<file path="config.mk">
export PLATFORM = sky130hd
export DESIGN_NAME = pdcu_out_buf_flat
export DESIGN_NICKNAME = d
export VERILOG_FILES = /design/src/sv/periodic_deadline_catch_up_top_assert.svh /design/src/sv/pdcu_pkg.sv /design/src/sv/pdcu_if.sv /design/src/sv/pdcu_out_buf.sv /design/src/flat_wrapper.sv
export SDC_FILE = /design/constraint.sdc
export NUM_CORES = 1
export LEC_CHECK = 0
export BUFFER_PORTS_ARGS = -buffer_cell sky130_fd_sc_hd__buf_2
export CORE_UTILIZATION = 42
export CTS_BUF_LIST = sky130_fd_sc_hd__clkbuf_8 sky130_fd_sc_hd__clkbuf_16
export DETAILED_ROUTE_END_ITERATION = 12
export PLACE_DENSITY = 0.7
export SLEW_MARGIN = 20
export SYNTH_ARGS = -nofsm -noshare
export SYNTH_HDL_FRONTEND = slang
export SYNTH_SLANG_ARGS = --single-unit
</file>
<file path="constraint.sdc">
create_clock -name clock -period 9.3 [get_ports clock]
set_input_delay 1.86 -clock clock [delete_from_list [all_inputs] [get_ports clock]]
set_output_delay 1.86 -clock clock [all_outputs]
set_load 0.01 [all_outputs]
</file>
<file path="src/sv/periodic_deadline_catch_up_top_assert.svh">
// assertion macros for the deadline catch-up block
`ifndef PERIODIC_DEADLINE_CATCH_UP_TOP_ASSERT_SVH
`define PERIODIC_DEADLINE_CATCH_UP_TOP_ASSERT_SVH
`ifndef SYNTHESIS
// same-cycle implication, held off during reset
`define PDCU_ASSERT_IMP(label, clk, rst, ante, cons, msg) \
   label: assert property (@(posedge clk) disable iff (rst) (ante) |-> (cons)) else $error(msg);
// next-cycle implication, held off during reset
`define PDCU_ASSERT_NXT(label, clk, rst, ante, cons, msg) \
   label: assert property (@(posedge clk) disable iff (rst) (ante) |=> (cons)) else $error(msg);
`else
`define PDCU_ASSERT_IMP(label, clk, rst, ante, cons, msg)
`define PDCU_ASSERT_NXT(label, clk, rst, ante, cons, msg)
`endif
`endif

</file>
<file path="src/sv/pdcu_pkg.sv">
// shared widths and types for the deadline catch-up block
package pdcu_pkg;

   // fixed field widths of the channels
   localparam int FIELD_WIDTH    = 64;
   localparam int PERIOD_WIDTH   = 63;
   localparam int LATE_WIDTH     = 63;
   localparam int TIME_WIDTH_DEF = 64;

   // control bits that travel with each beat down the pipe
   typedef struct packed {
      logic valid;
      logic early;
   } pdcu_ctl_type;

   // one finished result beat
   typedef struct packed {
      logic signed [FIELD_WIDTH-1:0] next_deadline;
      logic [FIELD_WIDTH-1:0]        owed_count;
      logic [LATE_WIDTH-1:0]         late_ticks;
      logic                          deadline_saturated;
   } pdcu_result_type;

endpackage

</file>
<file path="src/sv/pdcu_if.sv">


interface pdcu_rsp_if;
   import pdcu_pkg::*;
   logic                          valid;
   logic                          ready;
   logic signed [FIELD_WIDTH-1:0] next_deadline;
   logic [FIELD_WIDTH-1:0]        owed_count;
   logic [LATE_WIDTH-1:0]         late_ticks;
   logic                          deadline_saturated;
   modport source (output valid, output next_deadline, output owed_count,
                   output late_ticks, output deadline_saturated, input ready);
   modport sink (input valid, input next_deadline, input owed_count,
                 input late_ticks, input deadline_saturated, output ready);
endinterface


</file>
<file path="src/sv/pdcu_out_buf.sv">
// two-entry result buffer that decouples the pipe from the response side
module pdcu_out_buf (
   input  logic                      clock,
   input  logic                      reset,
   input  logic                      push,
   input  pdcu_pkg::pdcu_result_type res_in,
   output logic                      adv,
   pdcu_rsp_if.source                rsp_chan
);
   import pdcu_pkg::*;

   logic [1:0]      count_ff;
   pdcu_result_type slot0_ff;
   pdcu_result_type slot1_ff;
   logic            pop;

   assign pop = rsp_chan.valid && rsp_chan.ready;

   // pipe moves while a slot is free
   assign adv = (count_ff != 2'd2);

   always_ff @(posedge clock) begin
      if (reset) begin
         count_ff <= 2'd0;
      end else begin
         unique case ({push, pop})
            2'b10:   count_ff <= count_ff + 2'd1;
            2'b01:   count_ff <= count_ff - 2'd1;
            default: count_ff <= count_ff;
         endcase
      end
   end

   // head slot drives the response, second slot catches a beat during a stall
   always_ff @(posedge clock) begin
      if (push && ((count_ff == 2'd0) || ((count_ff == 2'd1) && pop))) begin
         slot0_ff <= res_in;
      end else if (pop) begin
         slot0_ff <= slot1_ff;
      end
      if (push && (count_ff == 2'd1) && !pop) begin
         slot1_ff <= res_in;
      end
   end

   assign rsp_chan.valid              = (count_ff != 2'd0);
   assign rsp_chan.next_deadline      = slot0_ff.next_deadline;
   assign rsp_chan.owed_count         = slot0_ff.owed_count;
   assign rsp_chan.late_ticks         = slot0_ff.late_ticks;
   assign rsp_chan.deadline_saturated = slot0_ff.deadline_saturated;

endmodule

</file>
<file path="src/flat_wrapper.sv">
// flat-port wrapper written by rule: the top's interface ports become plain ports
module pdcu_out_buf_flat import pdcu_pkg::*;
  (clock, reset, push, res_in, adv, rsp_chan_valid, rsp_chan_next_deadline, rsp_chan_owed_count, rsp_chan_late_ticks, rsp_chan_deadline_saturated, rsp_chan_ready);
  pdcu_rsp_if rsp_chan_i ();
  input  logic clock;
  input  logic reset;
  input  logic push;
  input  pdcu_pkg::pdcu_result_type res_in;
  output logic adv;
  output wire logic [$bits(rsp_chan_i.valid)-1:0] rsp_chan_valid;
  output wire logic [$bits(rsp_chan_i.next_deadline)-1:0] rsp_chan_next_deadline;
  output wire logic [$bits(rsp_chan_i.owed_count)-1:0] rsp_chan_owed_count;
  output wire logic [$bits(rsp_chan_i.late_ticks)-1:0] rsp_chan_late_ticks;
  output wire logic [$bits(rsp_chan_i.deadline_saturated)-1:0] rsp_chan_deadline_saturated;
  input wire logic [$bits(rsp_chan_i.ready)-1:0] rsp_chan_ready;
  assign rsp_chan_valid = rsp_chan_i.valid;
  assign rsp_chan_next_deadline = rsp_chan_i.next_deadline;
  assign rsp_chan_owed_count = rsp_chan_i.owed_count;
  assign rsp_chan_late_ticks = rsp_chan_i.late_ticks;
  assign rsp_chan_deadline_saturated = rsp_chan_i.deadline_saturated;
  assign rsp_chan_i.ready = rsp_chan_ready;
  pdcu_out_buf u_core (.clock(clock), .reset(reset), .push(push), .res_in(res_in), .adv(adv), .rsp_chan(rsp_chan_i));
endmodule
</file>
==> out/results.ini <==
[run_status]
outcome=finished, final reports clean

[drt]
drc=0
final_antenna_net_count=0
first_iter_violations=314
avgViaCountPerCell=4.663
drt-total-wl_um=28570
dr.pass1.iters=4
wire_per_inst_um=18.72
via_count=7116

[setup_path]
crit_type=in2reg
critical_path_required_ns=9.57
r2r_slack_ns=6.14
cp-end-kind=flip-flop
worstRegToRegCells=6
crit_path_end=u_core.rsp_chan.next_deadline[63]
crit_fanout=110
crit_arrival_ns=4.19
cp-startpoint=rsp_chan_ready
r2r_start=u_core.count_ff[1]
r2r_end=u_core.rsp_chan.next_deadline[63]
cp-start-kind=input port

[sta]
skew_ns=0.01006
hold_slack_ns=0.5398
report.final.hold_viol_count=0
period_needed_ns=3.922
setup_violations=0
setup_tns_ns=0
max_freq_mhz=255.0
grt_setup_unrepaired=false
drv_slew=0
layout_setup_ws_ns=5.378
finalCritPeriodShare=0.4217
relSlewSlack=0.2967
tightest_slew_ns=1.055

[yosys]
synth_warnings=0
ys_ff_latch=386
synth_cell_types=21
synth_area_leaders=edfxtp_1 (77%), mux2_4 (18%), buf_12 (2.7%)
yosys.area.top_type=edfxtp_1
ys_dominant_reg_cell=edfxtp_1
synth_edf_count=384
ys_seq_area_frac=0.7723
synth.avg_cell_area_um2=24.13
netlist_instances=621
synth_nets=820
synth_top_area_frac=0.7696
syn-cell-area_um2=14980
async_flop_share=0

[power]
power_density_nw_per_um2=315.2
ir_drop_uv=367.5
p_leak_uw=0.007584

[clock_network]
cts_buffer_depth=3
cts-root-buf=clkbuf_16
cts_sinks=386
path_clk_slew_ns=0.06
cts_max_level=2
postCtsHoldBufs=0
cts_setup_buffers=0
cts_tree=yes
cts_made_buffers=42
cts_resized=0
worstSkewPairLatency_ns=0.53

[global_routing]
grt_use_met3=0.05429
grt_use_met1=0.1873
grt_pass1_wl_um=41930
gr-total-overflow=0
grt_usage=0.1524
met2_usage=0.2419
grt_max_degree=111
grt_pass1_vias=7251
antenna_found_initial=8
busiest_layer=met2

[worst_hold_path]
hp-class=reg2reg

[die]
die_w_um=190.9
rows=68
start_util=0.4306
core_area_um2=34800
ioPinCount=390
die_y_um=190.9
dieArea_um2=36430

[cells_and_area]
final_common_cell=buf_2
area_growth_pct=23.84
final_cell_mix=buf_2 (389), edfxtp_1 (384), mux2_4 (180)
drive_gt1_frac=0.6080
layout.nets=1236
utilization=0.5332

[place]
dp_hpwl_um=18920
dpl_worst_slack_ns=4.871
port_buffers=389
place_congestion=0.7417

[job]
drv_cap=0

-- per-stage QoR --
stage | std cells | area (um^2) | power (uW)
floorplan | 621 | 14980 | 3873
global placement | 1448 | 17150 | 4228
detailed placement | 1448 | 17150 | 4264
CTS | 1524 | 18550 | 5945
global route | 1526 | 18560 | 6122
finish | 1526 | 18560 | 5849
-- per-layer routing --
metal  up-vias  wire length [um]
met5         -                70
met4        12               962
met3        69              2509
met2       281             13570
met1      3441             11460
li1       3313                 -
-- sequential cells by signal (all words and copies together) (netlist names) --
signal / cells
u_core.slot1_ff: 192
u_core.rsp_chan.next_deadline: 64
u_core.rsp_chan.owed_count: 64
u_core.rsp_chan.late_ticks: 63
u_core.count_ff: 2
u_core.rsp_chan.deadline_saturated: 1
-- final cells by class --
class | instances | area [um^2]
fillers | 2790 | 16240
flip-flops and latches | 386 | 11570
multi-input cells | 209 | 2999
repair buffers | 394 | 1997
clock buffers | 45 | 1126
well taps | 455 | 569.3
clock inverters | 31 | 272.8
inverters | 4 | 15.01
diodes | 2 | 5.005
-- synthesized netlist by cell type, drive strengths merged (2+ instances only) --
cell    instances
a21o            2
buf            22
dfxtp           2
edfxtp        384
ha              3
inv             4
mux2          192
nand2           4
-- critical path: stages --
cell	delay [ns]
buf_2	0.11
a21o_2	0.24
nand2_8	0.60
buf_12	0.70
mux2_2	0.42
-- where the power goes --
part | internal, uW | switching, uW | total (uW)
clock network | 1010 | 649 | 1660
registers | 2570 | 113 | 2690
logic | 677 | 827 | 1500
total | 4260 | 1590 | 5850
-- kinds of logic after synthesis --
| group | Yosys count | share of synthesized area |
|---|---|---|
| flops | 386 | 0.7723 |
| mux | 192 | 0.1894 |
| buf+inv | 26 | 0.02898 |
| simple gates | 10 | 0.003842 |
| compound gates | 3 | 0.001504 |
| fa+ha+maj | 3 | 0.002505 |
| xor+xnor | 1 | 0.001503 |
-- worst min-delay path by stage --
stage	startpoint	endpoint	slack (ns)	cells past startpoint
2_1_floorplan	u_core.count_ff[1]	u_core.count_ff[1]	0.50	2
3_3_place_gp	u_core.slot1_ff[190]	u_core.rsp_chan.next_deadline[62]	0.53	1
3_5_place_dp	u_core.slot1_ff[181]	u_core.rsp_chan.next_deadline[53]	0.53	1
4_1_cts	u_core.slot1_ff[129]	u_core.rsp_chan.next_deadline[1]	0.54	1
5_1_grt	u_core.slot1_ff[151]	u_core.rsp_chan.next_deadline[23]	0.55	1
6_report	u_core.slot1_ff[163]	u_core.rsp_chan.next_deadline[35]	0.54	1
Note: power is estimated with default switching activity, not from simulation.
