==> src/sv/periodic_deadline_catch_up_top_assert.svh <==
// assertion macros for the deadline catch-up block
`ifndef PERIODIC_DEADLINE_CATCH_UP_TOP_ASSERT_SVH
`define PERIODIC_DEADLINE_CATCH_UP_TOP_ASSERT_SVH
`ifndef SYNTHESIS
// same-cycle implication, held off during reset
`define PDCU_ASSERT_IMP(label, clk, rst, ante, cons, msg) \
   label: assert property (@(posedge clk) disable iff (rst) (ante) |-> (cons)) else $error(msg);
// next-cycle implication, held off during reset
`define PDCU_ASSERT_NXT(label, clk, rst, ante, cons, msg) \
   label: assert property (@(posedge clk) disable iff (rst) (ante) |=> (cons)) else $error(msg);
`else
`define PDCU_ASSERT_IMP(label, clk, rst, ante, cons, msg)
`define PDCU_ASSERT_NXT(label, clk, rst, ante, cons, msg)
`endif
`endif

==> src/sv/pdcu_pkg.sv <==
// shared widths and types for the deadline catch-up block
package pdcu_pkg;

   // fixed field widths of the channels
   localparam int FIELD_WIDTH    = 64;
   localparam int PERIOD_WIDTH   = 63;
   localparam int LATE_WIDTH     = 63;
   localparam int TIME_WIDTH_DEF = 64;

   // control bits that travel with each beat down the pipe
   typedef struct packed {
      logic valid;
      logic early;
   } pdcu_ctl_type;

   // one finished result beat
   typedef struct packed {
      logic signed [FIELD_WIDTH-1:0] next_deadline;
      logic [FIELD_WIDTH-1:0]        owed_count;
      logic [LATE_WIDTH-1:0]         late_ticks;
      logic                          deadline_saturated;
   } pdcu_result_type;

endpackage

==> src/sv/pdcu_if.sv <==
// channel interfaces: request, response and period write
interface pdcu_req_if;
   import pdcu_pkg::*;
   logic                          valid;
   logic                          ready;
   logic signed [FIELD_WIDTH-1:0] due_time;
   logic signed [FIELD_WIDTH-1:0] now_time;
   modport source (output valid, output due_time, output now_time, input ready);
   modport sink (input valid, input due_time, input now_time, output ready);
endinterface


==> src/sv/pdcu_front.sv <==
// input register and lateness stage
module pdcu_front #(
   parameter int TIME_WIDTH = pdcu_pkg::TIME_WIDTH_DEF
) (
   input  logic                    clock,
   input  logic                    reset,
   input  logic                    adv,
   input  logic                    csr_fire,
   pdcu_req_if.sink                req_chan,
   output pdcu_pkg::pdcu_ctl_type  ctl_out,
   output logic [TIME_WIDTH-1:0]   base_out,
   output logic [TIME_WIDTH-1:0]   late_out,
   output logic [TIME_WIDTH-2:0]   lsat_out
);
   import pdcu_pkg::*;

   logic                  req_fire;
   logic                  v0_ff;
   logic [TIME_WIDTH-1:0] due0_ff;
   logic [TIME_WIDTH-1:0] now0_ff;
   logic [TIME_WIDTH-1:0] diff;
   logic                  early;
   logic                  after;
   logic [TIME_WIDTH-2:0] lsat_in;
   logic                  v1_ff;
   logic                  early1_ff;
   logic [TIME_WIDTH-1:0] base1_ff;
   logic [TIME_WIDTH-1:0] late1_ff;
   logic [TIME_WIDTH-2:0] lsat1_ff;

   // the input register fills whenever it is empty, even while the pipe waits, unless a period write is taken
   assign req_chan.ready = (adv || !v0_ff) && !csr_fire;
   assign req_fire       = req_chan.valid && req_chan.ready;

   always_ff @(posedge clock) begin
      if (reset) begin
         v0_ff <= 1'b0;
      end else if (adv || !v0_ff) begin
         v0_ff <= req_fire;
      end
   end

   always_ff @(posedge clock) begin
      if (req_fire) begin
         due0_ff <= req_chan.due_time[TIME_WIDTH-1:0];
         now0_ff <= req_chan.now_time[TIME_WIDTH-1:0];
      end
   end

   // order of the two times and the lateness
   assign diff  = now0_ff - due0_ff;
   assign early = $signed(now0_ff) < $signed(due0_ff);
   assign after = $signed(now0_ff) > $signed(due0_ff);

   // lateness clamped to the largest time
   always_comb begin
      if (!after) begin
         lsat_in = '0;
      end else if (diff[TIME_WIDTH-1] || (&diff[TIME_WIDTH-2:0])) begin
         lsat_in = {(TIME_WIDTH-1){1'b1}};
      end else begin
         lsat_in = diff[TIME_WIDTH-2:0];
      end
   end

   always_ff @(posedge clock) begin
      if (reset) begin
         v1_ff <= 1'b0;
      end else if (adv) begin
         v1_ff <= v0_ff;
      end
   end

   // a beat that is early only needs its due time, so one word carries both
   always_ff @(posedge clock) begin
      if (adv) begin
         early1_ff <= early;
         base1_ff  <= early ? due0_ff : now0_ff;
         late1_ff  <= diff;
         lsat1_ff  <= lsat_in;
      end
   end

   assign ctl_out  = '{valid: v1_ff, early: early1_ff};
   assign base_out = base1_ff;
   assign late_out = late1_ff;
   assign lsat_out = lsat1_ff;

endmodule

==> src/flat_wrapper.sv <==
// flat-port wrapper written by rule: the top's interface ports become plain ports
module pdcu_front_flat import pdcu_pkg::*;
#(
   parameter int TIME_WIDTH = pdcu_pkg::TIME_WIDTH_DEF
)
  (clock, reset, adv, csr_fire, ctl_out, base_out, late_out, lsat_out, req_chan_valid, req_chan_due_time, req_chan_now_time, req_chan_ready);
  pdcu_req_if req_chan_i ();
  input  logic clock;
  input  logic reset;
  input  logic adv;
  input  logic csr_fire;
  output pdcu_pkg::pdcu_ctl_type ctl_out;
  output logic [TIME_WIDTH-1:0] base_out;
  output logic [TIME_WIDTH-1:0] late_out;
  output logic [TIME_WIDTH-2:0] lsat_out;
  input wire logic [$bits(req_chan_i.valid)-1:0] req_chan_valid;
  input wire logic [$bits(req_chan_i.due_time)-1:0] req_chan_due_time;
  input wire logic [$bits(req_chan_i.now_time)-1:0] req_chan_now_time;
  output wire logic [$bits(req_chan_i.ready)-1:0] req_chan_ready;
  assign req_chan_i.valid = req_chan_valid;
  assign req_chan_i.due_time = req_chan_due_time;
  assign req_chan_i.now_time = req_chan_now_time;
  assign req_chan_ready = req_chan_i.ready;
  pdcu_front #(.TIME_WIDTH(TIME_WIDTH)) u_core (.clock(clock), .reset(reset), .adv(adv), .csr_fire(csr_fire), .req_chan(req_chan_i), .ctl_out(ctl_out), .base_out(base_out), .late_out(late_out), .lsat_out(lsat_out));
endmodule
==> config.mk <==
export PLATFORM = sky130hd
export DESIGN_NAME = pdcu_front_flat
export DESIGN_NICKNAME = d
export VERILOG_FILES = /design/src/sv/periodic_deadline_catch_up_top_assert.svh /design/src/sv/pdcu_pkg.sv /design/src/sv/pdcu_if.sv /design/src/sv/pdcu_front.sv /design/src/flat_wrapper.sv
export SDC_FILE = /design/constraint.sdc
export NUM_CORES = 1
export LEC_CHECK = 0
export BUFFER_PORTS_ARGS = -buffer_cell sky130_fd_sc_hd__buf_2
export CORE_MARGIN = 2
export CORE_UTILIZATION = 59
export DETAILED_ROUTE_END_ITERATION = 16
export GPL_TIMING_DRIVEN = 0
export PLACE_DENSITY = 0.95
export SYNTH_ARGS = -nofsm -noshare
export SYNTH_HDL_FRONTEND = slang
export SYNTH_SLANG_ARGS = --single-unit
==> constraint.sdc <==
create_clock -name clock -period 10.3 [get_ports clock]
set_input_delay 0 -clock clock [delete_from_list [all_inputs] [get_ports clock]]
set_output_delay 0 -clock clock [all_outputs]
set_load 0.02 [all_outputs]
==> flow_metrics.py <==
metrics = {
    "cts": {
        "cts_root_buf": "sky130_fd_sc_hd__clkbuf_16",
        "cts-buffers-inserted": 34,
        "path_clk_slew_ps": 70,
        "cts_tree": "built",
        "postCtsSetupRepairBufs": 0,
        "cts_num_sinks": 322,
        "cts_max_path_buffers": 3,
        "cts_resized": 0,
        "h_tree_levels": 2,
        "clk-insertion-delay-late_ps": 520,
    },
    "sta": {
        "setup_tns_ps": 0,
        "timing_hold_violations_final": 0,
        "fin_crit_sh_pct": 41.6,
        "period_needed_ps": 4280,
        "final-setup-viol-count": 0,
        "max_slew_margin_pct": 23.9,
        "max_clock_freq_mhz": 233,
        "worst_pin_slew_ps": 1130,
        "rsz0062_at_grt": "no",
        "timing.final.max_slew_violations": 0,
        "fin_worst_skew_ps": 22.7,
    },
    "logic_synthesis": {
        "synth_top_flop_cell": "sky130_fd_sc_hd__edfxtp_1",
        "avgSynthCellArea_um2": 12.5,
        "netlist-cell-type-count": 71,
        "ys_seq_area_share_pct": 62.9,
        "synthesis.area_um2": 15300,
        "synthesis.yosys.warnings": 0,
        "synth-async-reset-ratio_pct": 0,
        "synth_enable_flop_cells": 320,
        "synth_nets": 1420,
        "syn_inst": 1222,
        "synth_seq_cells": 322,
    },
    "setup_path": {
        "critPathArrivalTime_ps": 4480,
        "critPathMaxFanout": 10,
        "worst_r2r_startpoint": "u_core.now0_ff[0]",
        "required_time_of_the_worst_setup_path_ps": 10500,
        "start_to_end_type_of_the_worst_setup_path": "register to register",
        "path_buf_inv": 3,
        "timing.critical_path.to_type": "register",
        "critPathSlowestCell": "sky130_fd_sc_hd__clkbuf_1",
        "timing.reg2reg.worst_path_depth": 14,
        "start_kind": "register",
        "timing.critical_path.slowest_cell_delay_ps": 470,
        "reg_to_reg_end": "u_core.base_out[20]",
        "cpLargestDelayFamily": "compound AO/OA/AOI/OAI gates",
        "critical_path.cell_chain": "inv_1, ha_1, fa_1, nand2b_1, a21oi_1, a31oi_1, nand3_1, a41oi_2, o21ai_2, a21boi_2, a21oi_2, buf_4, clkbuf_1, o21ai_0",
        "reg2reg_slack_ps": 6020,
    },
    "placement": {
        "place.port_buffers": 326,
        "detailed_place_hpwl_um": 29600,
        "place.gp.congestion": 1.01,
    },
    "power": {
        "power_frac_seq_pct": 45.3,
        "p_leak_uw": 0.00827,
        "combinationalPowerShare_pct": 20.2,
        "netSwitchingFraction_pct": 28.5,
        "power.ir.vdd_worst_mv": 0.160,
        "internal-power_uw": 2600,
        "power.density_cell_area_nw_per_um2": 183,
        "report.power.total_uw": 3630,
        "p_sw_uw": 1030,
        "p_clk_share_pct": 34.5,
    },
    "floorplan": {
        "row_count": 59,
        "ioPinCount": 327,
        "start_util_pct": 59.5,
        "placeable_core_area_um2": 25800,
        "die_area_um2": 27300,
        "chipHeight_um": 165,
        "die_x_um": 165,
    },
    "drt": {
        "detailroute.via_count": 12500,
        "detail-route-antenna-nets": 0,
        "remaining_drc_errors": 0,
        "wl_um": 46300,
        "drt-vias-per-instance": 6.05,
        "first_iter_violations": 1790,
        "drt-wirelength-per-cell_um": 22.3,
        "drtPass1Iterations": 6,
    },
    "hold_path": {
        "worstHoldStart": "req_chan_valid",
        "min_to": "u_core.due0_ff[19]",
        "path_type_of_the_worst_min_delay_path": "input pin to register",
        "hold-path-cell-count": 3,
    },
    "global_routing": {
        "grt_pass1_wl_um": 68600,
        "grt_max_degree": 128,
        "track_usage_pct": 33.6,
        "via_count_of_the_first_global_routing_pass": 12400,
        "global_route.overflow_total": 0,
        "antenna_violations_before_repair": 1,
    },
    "cells_and_area": {
        "syn_to_final_growth_pct": 29.7,
        "layout_commonest_cell": "sky130_fd_sc_hd__buf_2",
        "final_layout_size_suffix_gt1_share_pct": 27.0,
        "nets": 1915,
        "final_cell_mix": "sky130_fd_sc_hd__buf_2 (341), sky130_fd_sc_hd__edfxtp_1 (320), sky130_fd_sc_hd__nand2_1 (134)",
    },
    "run_status": {
        "status": "complete, no violations",
    },
    "job": {
        "drv_cap": 0,
    },
}
## stage by stage
stage | worst slack (ps) | hold slack [ps] | utilization [%] | instance area [um^2] | std cells
global placement | 2860 | 173 | 67.5 | 17400 | 1883
finish | 6020 | 176 | 77.2 | 19900 | 2074
CTS | 6290 | 184 | 77.2 | 19900 | 2073
detailed placement | 6370 | 178 | 67.8 | 17500 | 1885
floorplan | 6460 | 69.1 | - | 15300 | 1222
global route | 5910 | 191 | 77.2 | 19900 | 2074
## cell usage after synthesis (4+ instances only)
library cell | number | area share [%]
sky130_fd_sc_hd__nor3_1 | 10 | 0.33
sky130_fd_sc_hd__and2_1 | 8 | 0.33
sky130_fd_sc_hd__clkbuf_1 | 25 | 0.61
sky130_fd_sc_hd__edfxtp_1 | 320 | 63
sky130_fd_sc_hd__a21oi_1 | 81 | 2.6
sky130_fd_sc_hd__xor2_1 | 23 | 1.3
sky130_fd_sc_hd__o21ba_1 | 17 | 1.1
sky130_fd_sc_hd__nor4_1 | 4 | 0.16
sky130_fd_sc_hd__nand2b_1 | 10 | 0.41
sky130_fd_sc_hd__buf_6 | 7 | 0.51
sky130_fd_sc_hd__a21o_1 | 20 | 0.98
sky130_fd_sc_hd__and4_1 | 4 | 0.23
sky130_fd_sc_hd__nand2_1 | 134 | 3.3
sky130_fd_sc_hd__buf_2 | 16 | 0.52
sky130_fd_sc_hd__or3_1 | 6 | 0.24
sky130_fd_sc_hd__o21ai_1 | 4 | 0.13
sky130_fd_sc_hd__o21ba_2 | 42 | 2.7
sky130_fd_sc_hd__nand3_1 | 15 | 0.49
sky130_fd_sc_hd__ha_1 | 64 | 5.2
sky130_fd_sc_hd__nand4_1 | 21 | 0.86
sky130_fd_sc_hd__a41oi_1 | 5 | 0.29
sky130_fd_sc_hd__inv_1 | 93 | 2.3
sky130_fd_sc_hd__xnor2_1 | 38 | 2.2
sky130_fd_sc_hd__o21ai_0 | 104 | 3.4
sky130_fd_sc_hd__o31ai_1 | 4 | 0.20
sky130_fd_sc_hd__o211ai_1 | 5 | 0.24
sky130_fd_sc_hd__a21boi_0 | 4 | 0.20
sky130_fd_sc_hd__a31oi_1 | 10 | 0.41
sky130_fd_sc_hd__o21a_1 | 9 | 0.44
sky130_fd_sc_hd__and3_1 | 5 | 0.20
sky130_fd_sc_hd__o21bai_1 | 11 | 0.54
sky130_fd_sc_hd__nor2_1 | 46 | 1.1
## timing repair
| item | 4_1_cts | 5_1_grt |
|---|---|---|
| hold buffers | 131 | 0 |
| endpoints found under the setup margin | 0 | 0 |
| endpoints found under the hold margin | 197 | 0 |
## tightest hold or removal path, cell delays in order
cell	delay (ps)
sky130_fd_sc_hd__buf_2	100
sky130_fd_sc_hd__nand2_1	150
sky130_fd_sc_hd__inv_6	200
## state kept, by name, summed over array words and instances (netlist names)
name              cells
u_core.now0_ff       64
u_core.lsat_out      63
u_core.v0_ff          1
u_core.early1_ff      1
u_core.base_out      64
u_core.due0_ff       64
u_core.late_out      64
u_core.v1_ff          1
## cell type report
cell class / instances / area (um^2)
antenna: 1 / 2.50
buffer: 51 / 275
clock buffer: 41 / 941
clock inverter: 16 / 174
fill: 1435 / 5880
inverter: 94 / 358
multi-input combinational: 755 / 5060
sequential: 322 / 9650
tap: 335 / 419
timing repair buffer: 459 / 3010
## power by group through the flow
| stage | Combinational [uW] | Clock, uW | Sequential [uW] |
|---|---|---|---|
| after global routing | 783 | 1310 | 1650 |
| after CTS | 712 | 1230 | 1640 |
| final | 735 | 1250 | 1640 |
| after detailed placement | 665 | 0 | 1660 |
| after global placement | 639 | 0 | 1670 |
| after floorplan | 305 | 0 | 1770 |
## worst max-delay path by stage
stage                     cells past startpoint               from  slack, ps                  end
after floorplan                               4       u_core.v0_ff       6460    u_core.due0_ff[0]
after global placement                        5                adv       2860   u_core.now0_ff[57]
after detailed placement                     14  u_core.now0_ff[0]       6370   u_core.base_out[3]
after CTS                                    13  u_core.due0_ff[0]       6290  u_core.base_out[18]
after global routing                         13  u_core.due0_ff[0]       5910  u_core.base_out[20]
final                                        14  u_core.now0_ff[0]       6020  u_core.base_out[20]
## metal layers
| layer | vias up | wire length (um) | GRT usage, % |
|---|---|---|---|
| met3 | 225 | 4270 | 5.27 |
| li1 | 5514 | - | - |
| met1 | 5881 | 16400 | 41.4 |
| met2 | 926 | 22800 | 57.0 |
| met4 | 0 | 2840 | 18.6 |
| met5 | - | 0 | 0 |
## logic make-up after synthesis
kind of cell             after synthesis  share of synthesized area (%)
AND/OR/NAND/NOR                      271                           8.04
adder cells (fa/ha/maj)               65                           5.35
flip-flops                           322                           62.9
XOR/XNOR                              62                           3.59
multiplexers                           2                          0.163
AO/OA/AOI/OAI                        355                           15.8
buffers and inverters                145                           4.10
No activity file was read; power rests on OpenSTA's default activity.
