--- src/sv/periodic_deadline_catch_up_top_assert.svh ---
// assertion macros for the deadline catch-up block
`ifndef PERIODIC_DEADLINE_CATCH_UP_TOP_ASSERT_SVH
`define PERIODIC_DEADLINE_CATCH_UP_TOP_ASSERT_SVH
`ifndef SYNTHESIS
// same-cycle implication, held off during reset
`define PDCU_ASSERT_IMP(label, clk, rst, ante, cons, msg) \
   label: assert property (@(posedge clk) disable iff (rst) (ante) |-> (cons)) else $error(msg);
// next-cycle implication, held off during reset
`define PDCU_ASSERT_NXT(label, clk, rst, ante, cons, msg) \
   label: assert property (@(posedge clk) disable iff (rst) (ante) |=> (cons)) else $error(msg);
`else
`define PDCU_ASSERT_IMP(label, clk, rst, ante, cons, msg)
`define PDCU_ASSERT_NXT(label, clk, rst, ante, cons, msg)
`endif
`endif

--- src/sv/pdcu_pkg.sv ---
// shared widths and types for the deadline catch-up block
package pdcu_pkg;

   // fixed field widths of the channels
   localparam int FIELD_WIDTH    = 64;
   localparam int PERIOD_WIDTH   = 63;
   localparam int LATE_WIDTH     = 63;
   localparam int TIME_WIDTH_DEF = 64;

   // control bits that travel with each beat down the pipe
   typedef struct packed {
      logic valid;
      logic early;
   } pdcu_ctl_type;

   // one finished result beat
   typedef struct packed {
      logic signed [FIELD_WIDTH-1:0] next_deadline;
      logic [FIELD_WIDTH-1:0]        owed_count;
      logic [LATE_WIDTH-1:0]         late_ticks;
      logic                          deadline_saturated;
   } pdcu_result_type;

endpackage

--- src/sv/pdcu_back.sv ---
// grid gap, headroom and owed count, then final result select
module pdcu_back #(
   parameter int TIME_WIDTH = pdcu_pkg::TIME_WIDTH_DEF
) (
   input  logic                      clock,
   input  logic                      reset,
   input  logic                      adv,
   input  logic [TIME_WIDTH-2:0]     step,
   input  pdcu_pkg::pdcu_ctl_type    ctl_in,
   input  logic [TIME_WIDTH-1:0]     base_in,
   input  logic [TIME_WIDTH-2:0]     lsat_in,
   input  logic [TIME_WIDTH-1:0]     quot_in,
   input  logic [TIME_WIDTH-2:0]     rem_in,
   output logic                      push,
   output pdcu_pkg::pdcu_result_type res_out
);
   import pdcu_pkg::*;

   localparam logic [TIME_WIDTH-1:0] TMAX = {1'b0, {(TIME_WIDTH-1){1'b1}}};

   logic [TIME_WIDTH-2:0]  gap_in;
   logic [TIME_WIDTH-1:0]  room_in;
   logic [FIELD_WIDTH-1:0] owed_in;
   logic                   v_ff;
   logic                   early_ff;
   logic                   inval_ff;
   logic [TIME_WIDTH-2:0]  gap_ff;
   logic [TIME_WIDTH-1:0]  room_ff;
   logic [FIELD_WIDTH-1:0] owed_ff;
   logic [TIME_WIDTH-1:0]  base_ff;
   logic [TIME_WIDTH-2:0]  lsat_ff;
   logic                   over;
   logic [TIME_WIDTH-1:0]  sum;
   logic [TIME_WIDTH-1:0]  next_tw;

   // distance to the next grid point and room left below the largest time
   assign gap_in  = (rem_in == '0) ? step : step - rem_in;
   assign room_in = TMAX - base_in;
   assign owed_in = FIELD_WIDTH'(quot_in) + FIELD_WIDTH'(1);

   always_ff @(posedge clock) begin
      if (reset) begin
         v_ff <= 1'b0;
      end else if (adv) begin
         v_ff <= ctl_in.valid;
      end
   end

   always_ff @(posedge clock) begin
      if (adv) begin
         early_ff <= ctl_in.early;
         inval_ff <= (step == '0);
         gap_ff   <= gap_in;
         room_ff  <= room_in;
         owed_ff  <= owed_in;
         base_ff  <= base_in;
         lsat_ff  <= lsat_in;
      end
   end

   // clamp check and grid deadline side by side
   assign over = {1'b0, gap_ff} > room_ff;
   assign sum  = base_ff + {1'b0, gap_ff};

   always_comb begin
      res_out.late_ticks         = LATE_WIDTH'(lsat_ff);
      res_out.owed_count         = owed_ff;
      res_out.deadline_saturated = 1'b0;
      next_tw                    = sum;
      priority if (inval_ff) begin
         next_tw            = TMAX;
         res_out.owed_count = FIELD_WIDTH'(1);
      end else if (early_ff) begin
         next_tw            = base_ff;
         res_out.owed_count = FIELD_WIDTH'(1);
      end else if (over) begin
         next_tw                    = TMAX;
         res_out.deadline_saturated = 1'b1;
      end else begin
         next_tw = sum;
      end
      res_out.next_deadline = FIELD_WIDTH'($signed(next_tw));
   end

   assign push = v_ff && adv;

endmodule

--- config.mk ---
export PLATFORM = sky130hd
export DESIGN_NAME = pdcu_back
export DESIGN_NICKNAME = d
export VERILOG_FILES = /design/src/sv/periodic_deadline_catch_up_top_assert.svh /design/src/sv/pdcu_pkg.sv /design/src/sv/pdcu_back.sv
export SDC_FILE = /design/constraint.sdc
export NUM_CORES = 1
export LEC_CHECK = 0
export BUFFER_PORTS_ARGS = -buffer_cell sky130_fd_sc_hd__buf_2
export CAP_MARGIN = 20
export CELL_PAD_IN_SITES_DETAIL_PLACEMENT = 1
export CELL_PAD_IN_SITES_GLOBAL_PLACEMENT = 1
export CORE_MARGIN = 3
export CORE_UTILIZATION = 30
export DETAILED_ROUTE_END_ITERATION = 6
export GPL_ROUTABILITY_DRIVEN = 0
export PLACE_DENSITY_LB_ADDON = 0.1
export SLEW_MARGIN = 15
export SYNTH_ARGS = -nofsm -noshare
export SYNTH_HDL_FRONTEND = slang
export SYNTH_SLANG_ARGS = --single-unit
--- constraint.sdc ---
create_clock -name clock -period 3.35 [get_ports clock]
set_input_delay 0.1675 -clock clock [delete_from_list [all_inputs] [get_ports clock]]
set_output_delay 0.1675 -clock clock [all_outputs]
set_load 0.005 [all_outputs]
==> insert_results.sql, run 1 <==
INSERT INTO impl_metrics (metric_group, metric, value, unit) VALUES
('outcome', 'result_of_the_run', 'finished with violations', ''),
('outcome', 'failed_checks', 'setup timing', ''),
('global_route', 'number_of_antenna_violations_at_the_first_check_in_global_routing', '38', ''),
('drt', 'post_drt_wl_per_cell', '21.5', 'µm'),
('timing', 'drv_slew', '0', ''),
('logic_synthesis', 'synth_sequential_area_ratio', '0.429', ''),
('timing', 'grt_setup_unrepaired', 'yes', ''),
('logic_synthesis', 'synth_adder_area_share', '0.108', ''),
('logic_synthesis', 'synth_compound_area_frac', '0.177', ''),
('layout', 'final_layout_size_suffix_gt1_frac', '0.321', ''),
('timing', 'report.final.hold_viol_count', '0', ''),
('floorplan', 'floorplan.core_area', '73500', 'µm²'),
('timing', 'tightest_slew', '802', 'ps'),
('floorplan', 'ios', '515', ''),
('critical_path', 'endpoint_kind', 'output pin', ''),
('critical_path', 'startpoint', 'gap_ff[1]', ''),
('power_and_ir_drop', 'power.leakage', '14.7', 'nW'),
('logic_synthesis', 'synth-async-reset-ratio', '0', ''),
('global_route', 'grt.overflow.total', '0', ''),
('global_route', 'grt_pass1_vias', '24137', ''),
('global_route', 'grt_use_total', '0.234', ''),
('timing', 'relSlewSlack', '0.460', ''),
('global_route', 'wire_length_of_the_first_global_routing_pass', '140000', 'µm'),
('layout', 'final_cell_area', '33700', 'µm²'),
('min_path', 'min_delay_worst_type', 'input pin to flip-flop', ''),
('logic_synthesis', 'syn_nets', '2823', ''),
('layout', 'fin_nets', '3888', ''),
('critical_path', 'regToRegStartpoint', 'v_ff', ''),
('logic_synthesis', 'synth.mux.area_fraction', '0.00375', ''),
('cts', 'cts.sinks', '320', ''),
('floorplan', 'die_area', '77900', 'µm²'),
('cts', 'cts_inserted_buffers', '42', ''),
('logic_synthesis', 'synth_area_leader', 'sky130_fd_sc_hd__edfxtp_1', ''),
('logic_synthesis', 'synth_top_family_by_area', 'compound AO/OA/AOI/OAI gates', ''),
('critical_path', 'reg2reg_setup_slack', '2180', 'ps'),
('cts', 'clockBufferDepth', '3', ''),
('drt', 'drt-total-wl', '94000', 'µm'),
('layout', 'areaGrowthSynthToFinish', '50.8', '%'),
('logic_synthesis', 'yosys_register_bits', '320', ''),
('logic_synthesis', 'synth.lib_cells_used.distinct', '96', ''),
('drt', 'drt_first_pass_iters', '7', ''),
('critical_path', 'critPathLaunchType', 'flip-flop', ''),
('layout', 'layout.cells.most_common', 'sky130_fd_sc_hd__buf_2', ''),
('cts', 'cts.htree.levels', '2', ''),
('cts', 'cts_tree', 'done', ''),
('logic_synthesis', 'netlist_area', '22400', 'µm²'),
('timing', 'skew', '0', 'ps'),
('timing', 'report.final.setup_viol', '65', ''),
('logic_synthesis', 'synth_cells', '2310', ''),
('drt', 'drt_first_iter_violations', '1019', ''),
('critical_path', 'rr_worst_depth', '3', ''),
('placed_design', 'port-buffer-count', '514', ''),
('layout', 'n_fill_cell', '8370', ''),
('placed_design', 'detailed_place_hpwl', '74400', 'µm'),
('timing', 'fin_setup_tns', '-30250', 'ps'),
('power_and_ir_drop', 'cellPowerDensity', '469', 'nW/µm²'),
('flow_run', 'max-cap-violations', '0', ''),
('logic_synthesis', 'synthesis.yosys.warnings', '0', ''),
('critical_path', 'r2r-end', 'v_ff', ''),
('layout', 'final-seq-area', '9600', 'µm²'),
('logic_synthesis', 'post_synth_and_or_nand_nor_area_fraction', '0.158', ''),
('timing', 'finalWorstSetupSlack', '-675', 'ps'),
('drt', 'detail-route-antenna-nets', '0', ''),
('placed_design', 'placed_cells', '3989', ''),
('timing', 'maximum_operating_frequency', '0.248', 'GHz'),
('logic_synthesis', 'yosys_most_used_dff', 'sky130_fd_sc_hd__edfxtp_1', ''),
('floorplan', 'effective_utilization_at_floorplan', '0.304', ''),
('critical_path', 'timing.critical_path.fanout_max', '3', ''),
('global_route', 'grt_max_degree', '88', ''),
('floorplan', 'row_count', '99', ''),
('layout', 'final-instance-count-excl-fill', '4378', '');
==> sequential cells by signal, summed over array words and instances, names as in the netlist <==
name      cells
room_ff      64
owed_ff      64
base_ff      63
gap_ff       63
early_ff      1
v_ff          1
inval_ff      1
lsat_ff      63
==> Yosys cell counts, drive strengths merged, types with 5 or more instances <==
| cell | number |
|---|---|
| nand4 | 70 |
| a221oi | 6 |
| nor3 | 29 |
| o21a | 16 |
| or4 | 5 |
| nand2 | 233 |
| edfxtp | 319 |
| inv | 232 |
| a211o | 5 |
| and3 | 26 |
| mux2i | 5 |
| ha | 189 |
| or2 | 8 |
| a21boi | 5 |
| nand3 | 51 |
| and4 | 7 |
| a21o | 67 |
| buf | 12 |
| o211ai | 43 |
| o22a | 23 |
| nor2 | 109 |
| xnor2 | 116 |
| a31oi | 19 |
| nor4 | 41 |
| o21ai | 146 |
| and2 | 76 |
| o21bai | 29 |
| clkbuf | 64 |
| or3 | 8 |
| o31ai | 13 |
| a211oi | 19 |
| xor2 | 59 |
| a21oi | 169 |
| nand2b | 10 |
| o22ai | 5 |
| nor2b | 14 |
==> layer usage <==
metal	GRT usage	wire length, µm	vias up
met4	0.0898	3840	42
met2	0.405	45100	572
met3	0.0557	5380	202
met5	0	272	-
li1	-	-	10592
met1	0.281	39400	10673
==> area by class of cell <==
type	instances	share of cell area
Multi-Input combinational cell	1679	0.377
Sequential cell	320	0.285
Timing Repair Buffer	1100	0.236
Tap cell	959	0.0356
Clock buffer	49	0.0326
Inverter	232	0.0258
Clock inverter	24	0.00724
Antenna cell	15	0.00111
==> worst max-delay path by stage <==
stage	endpoint	slack, ps
after floorplan	gap_ff[62]	110
final	res_out[182]	-670
after global routing	res_out[190]	-770
after global placement	res_out[178]	-340
after detailed placement	gap_ff[56]	-430
after CTS	res_out[191]	-690
==> power breakdown <==
part | switching (W) | internal [W] | total [W]
Combinational | 0.00322 | 0.00291 | 0.00613
Sequential | 0.000272 | 0.00489 | 0.00516
Clock | 0.00188 | 0.00266 | 0.00453
Total | 0.00537 | 0.0105 | 0.0158
==> timing repair <==
| action | in CTS | in global routing |
|---|---|---|
| pin swaps | 67 | 78 |
| hold buffers | 249 | 0 |
| hold endpoints to repair | 284 | 0 |
| cloned | 4 | 1 |
| endpoints found under the setup margin | 65 | 74 |
| buffers inserted | 33 | 31 |
| resized for setup | 134 | 121 |
==> metrics by stage <==
stage,setup slack [ps],utilization,hold WS [ps]
6_report,-675,0.459,26.2
5_1_grt,-774,0.459,37.6
4_1_cts,-691,0.447,9.50
3_5_place_dp,-432,0.381,326
3_3_place_gp,-344,0.381,325
2_1_floorplan,112,-,240
==> worst max-delay path, stage by stage, from the launching register on <==
cell	delay [ps]
sky130_fd_sc_hd__edfxtp_1	420
sky130_fd_sc_hd__buf_4	170
sky130_fd_sc_hd__fa_2	420
sky130_fd_sc_hd__a211oi_4	250
sky130_fd_sc_hd__nor2_4	90
sky130_fd_sc_hd__o311ai_4	310
sky130_fd_sc_hd__a21boi_4	110
sky130_fd_sc_hd__o31ai_4	220
sky130_fd_sc_hd__buf_12	160
sky130_fd_sc_hd__a2111oi_4	60
sky130_fd_sc_hd__buf_4	160
sky130_fd_sc_hd__or2_4	230
sky130_fd_sc_hd__a31oi_2	170
sky130_fd_sc_hd__xnor2_1	210
sky130_fd_sc_hd__o22a_1	170
sky130_fd_sc_hd__buf_2	100
==> logic make-up (layout without fill, tap and decap cells) <==
logic type,after synthesis,count (layout)
AOI/OAI and AO/OA,604,604
xor gates and xnor gates,175,175
adders and majority gates,191,191
buffers and inverters,311,1405
DFF,320,320
muxes,8,8
other,0,15
and+or+nand+nor,701,701
No activity file was read; power rests on OpenSTA's default activity.
==> inputs of run 2 (changes only) <==
Settings changed: CORE_UTILIZATION 30 to 40.
Clock period 3.35 ns to 4.14 ns, I/O delays scaled along.
==> run 2 against run 1 <==
The run now ends clean; via count down 5.0%; clock skew unchanged; clock power down 26%; first-iteration DRC count up 6.2%; cell area down 12%; sequential share of layout area up 3.9 points; sequential cell count unchanged; combinational power down 35%; worst hold slack worse by 3.7 ps; sequential power down 19%; largest cell class unchanged; largest power group is now registers.
==> insert_results.sql, run 2 (synthesis gave the netlist of run 1 again) <==
INSERT INTO impl_metrics (metric_group, metric, value, unit) VALUES
('drt', 'detail-route-antenna-nets', '0', ''),
('drt', 'highest_layer', 'met5', ''),
('timing', 'relSlewSlack', '0.411', ''),
('layout', 'n_fill_cell', '6299', ''),
('timing', 'grt_setup_unrepaired', 'yes', ''),
('global_route', 'grt.overflow.total', '0', ''),
('global_route', 'number_of_antenna_violations_at_the_first_check_in_global_routing', '22', ''),
('layout', 'fin_nets', '3552', ''),
('drt', 'drt_first_iter_violations', '1082', ''),
('floorplan', 'fp.dieH', '242', 'µm'),
('placed_design', 'detailedPlace.worstSlack', '307', 'ps'),
('cts', 'cts.htree.levels', '2', ''),
('floorplan', 'die_area', '58800', 'µm²'),
('critical_path', 'worst_endpoint_data_arrival_time', '3870', 'ps'),
('layout', 'areaGrowthSynthToFinish', '32.7', '%'),
('critical_path', 'timing.critical_path.fanout_max', '8', ''),
('cts', 'cts.reportedPaths.clkPinSlew', '60', 'ps'),
('layout', 'final_cell_area', '29700', 'µm²'),
('cts', 'cts_inserted_buffers', '38', ''),
('layout', 'final_layout_size_suffix_gt1_frac', '0.231', ''),
('cts', 'worst_skew_pair.late_latency', '560', 'ps'),
('cts', 'root_buffer', 'sky130_fd_sc_hd__clkbuf_16', ''),
('drt', 'drt_first_pass_iters', '5', ''),
('timing', 'tightest_slew', '875', 'ps'),
('drt', 'post_drt_wl_per_cell', '23.1', 'µm'),
('critical_path', 'endpoint_kind', 'output pin', ''),
('critical_path', 'worstPathRequired', '3930', 'ps'),
('critical_path', 'worstSetupEndpoint', 'res_out[187]', ''),
('drt', 'drt-total-wl', '88300', 'µm'),
('cts', 'clockBufferDepth', '3', ''),
('drt', 'route.vias.total', '20980', ''),
('critical_path', 'reg2reg_setup_slack', '2980', 'ps'),
('min_path', 'hold_path_depth', '2', ''),
('power_and_ir_drop', 'cellPowerDensity', '387', 'nW/µm²'),
('min_path', 'min_delay_worst_type', 'input pin to flip-flop', ''),
('timing', 'drv_slew', '0', ''),
('critical_path', 'startpoint', 'base_ff[28]', ''),
('min_path', 'hold_path.startpoint', 'quot_in[0]', ''),
('critical_path', 'r2r-end', 'v_ff', ''),
('floorplan', 'effective_utilization_at_floorplan', '0.405', ''),
('flow_run', 'max-cap-violations', '0', ''),
('layout', 'layout.cells.most_common_list', 'sky130_fd_sc_hd__buf_2, sky130_fd_sc_hd__edfxtp_1, sky130_fd_sc_hd__inv_1', ''),
('critical_path', 'rr_worst_depth', '3', ''),
('global_route', 'wire_length_of_the_first_global_routing_pass', '132000', 'µm'),
('global_route', 'grt_pass1_vias', '22350', ''),
('cts', 'cts_tree', 'done', ''),
('timing', 'layout_min_cycle_time', '4070', 'ps'),
('cts', 'cts.sinks', '320', ''),
('floorplan', 'die-width', '242', 'µm'),
('drt', 'drt-vias-per-instance', '5.49', ''),
('layout', 'largestRegisters', 'owed_ff x64, room_ff x64', ''),
('global_route', 'grt_use_total', '0.288', ''),
('timing', 'ratio_of_final_minimum_period_to_clock_period', '0.984', ''),
('drt', 'routed_length_on_met2', '44100', 'µm'),
('timing', 'fin_setup_tns', '0', 'ps'),
('floorplan', 'ios', '515', ''),
('power_and_ir_drop', 'ir_drop', '0.282', 'mV'),
('critical_path', 'regToRegStartpoint', 'v_ff', ''),
('placed_design', 'detailed_place_hpwl', '66500', 'µm'),
('global_route', 'grt_max_degree', '92', ''),
('floorplan', 'floorplan.core_area', '55200', 'µm²'),
('timing', 'report.final.setup_viol', '0', ''),
('drt', 'drc', '0', ''),
('power_and_ir_drop', 'power.leakage', '12.7', 'nW'),
('timing', 'finalWorstSetupSlack', '67.2', 'ps'),
('drt', 'route.layer.met1.wl', '36000', 'µm'),
('drt', 'met3_length', '5370', 'µm'),
('floorplan', 'row_count', '86', ''),
('timing', 'maximum_operating_frequency', '0.246', 'GHz'),
('placed_design', 'placement.cell_area', '25800', 'µm²'),
('critical_path', 'critPathKind', 'flip-flop to output pin', ''),
('layout', 'layout.cells.most_common', 'sky130_fd_sc_hd__buf_2', ''),
('timing', 'report.final.hold_viol_count', '0', ''),
('placed_design', 'port-buffer-count', '514', ''),
('outcome', 'result_of_the_run', 'completed', ''),
('critical_path', 'critPathLaunchType', 'flip-flop', ''),
('timing', 'skew', '0', 'ps');
run 2: worst min path at each step:
| stage | slack [ps] | end |
|---|---|---|
| 3_5_place_dp | 380 | v_ff |
| 2_1_floorplan | 280 | v_ff |
| 5_1_grt | 20 | owed_ff[1] |
| 6_report | 20 | owed_ff[1] |
| 3_3_place_gp | 360 | v_ff |
| 4_1_cts | 0.2 | owed_ff[32] |
run 2: stage by stage:
step	hold slack (ps)	util	power (W)	cells
final	22.5	0.538	0.0115	3820
after global routing	17.4	0.538	0.0121	3818
after CTS	0.210	0.531	0.0113	3800
after detailed placement	384	0.467	0.00770	3520
after global placement	364	0.467	0.00760	3520
after floorplan	279	-	0.00631	2310
run 2: final cells by class:
cell class,count,area [µm²],area share
Antenna cell,6,15.0,0.000506
Timing Repair Buffer,768,5080,0.171
Clock inverter,18,185,0.00624
Inverter,232,871,0.0293
Multi-Input combinational cell,1679,12000,0.404
Sequential cell,320,9600,0.323
Clock buffer,49,1010,0.0341
Tap cell,748,936,0.0315
run 2: repair_timing:
action	4_1_cts	5_1_grt
endpoints found under the setup margin	19	34
resized for setup	40	46
buffers inserted	7	14
endpoints found under the hold margin	268	0
hold buffers	206	0
gates cloned	0	0
pin swaps	9	18
run 2: power breakdown:
group / internal, W / leakage [nW] / switching, W
clock: 0.00193 / 0.589 / 0.00141
sequential: 0.00395 / 3.13 / 0.000222
combinational: 0.00169 / 9.02 / 0.00229
run 2: worst max-delay path: stages (launching register included):
cell and delay (ps):
sky130_fd_sc_hd__edfxtp_1 490, sky130_fd_sc_hd__ha_4 380, sky130_fd_sc_hd__nand2_1 130, sky130_fd_sc_hd__or4_4 570, sky130_fd_sc_hd__or3_4 360, sky130_fd_sc_hd__o211ai_4 240, sky130_fd_sc_hd__a41oi_4 190, sky130_fd_sc_hd__o41ai_4 330
sky130_fd_sc_hd__buf_4 180, sky130_fd_sc_hd__xor2_1 170, sky130_fd_sc_hd__o22a_1 150, sky130_fd_sc_hd__buf_2 110
run 2: per-layer routing:
metal | vias to the layer above | global-route usage
li1 | 9894 | -
met5 | - | 0
met3 | 153 | 0.0588
met1 | 10282 | 0.348
met2 | 627 | 0.515
met4 | 24 | 0.0879
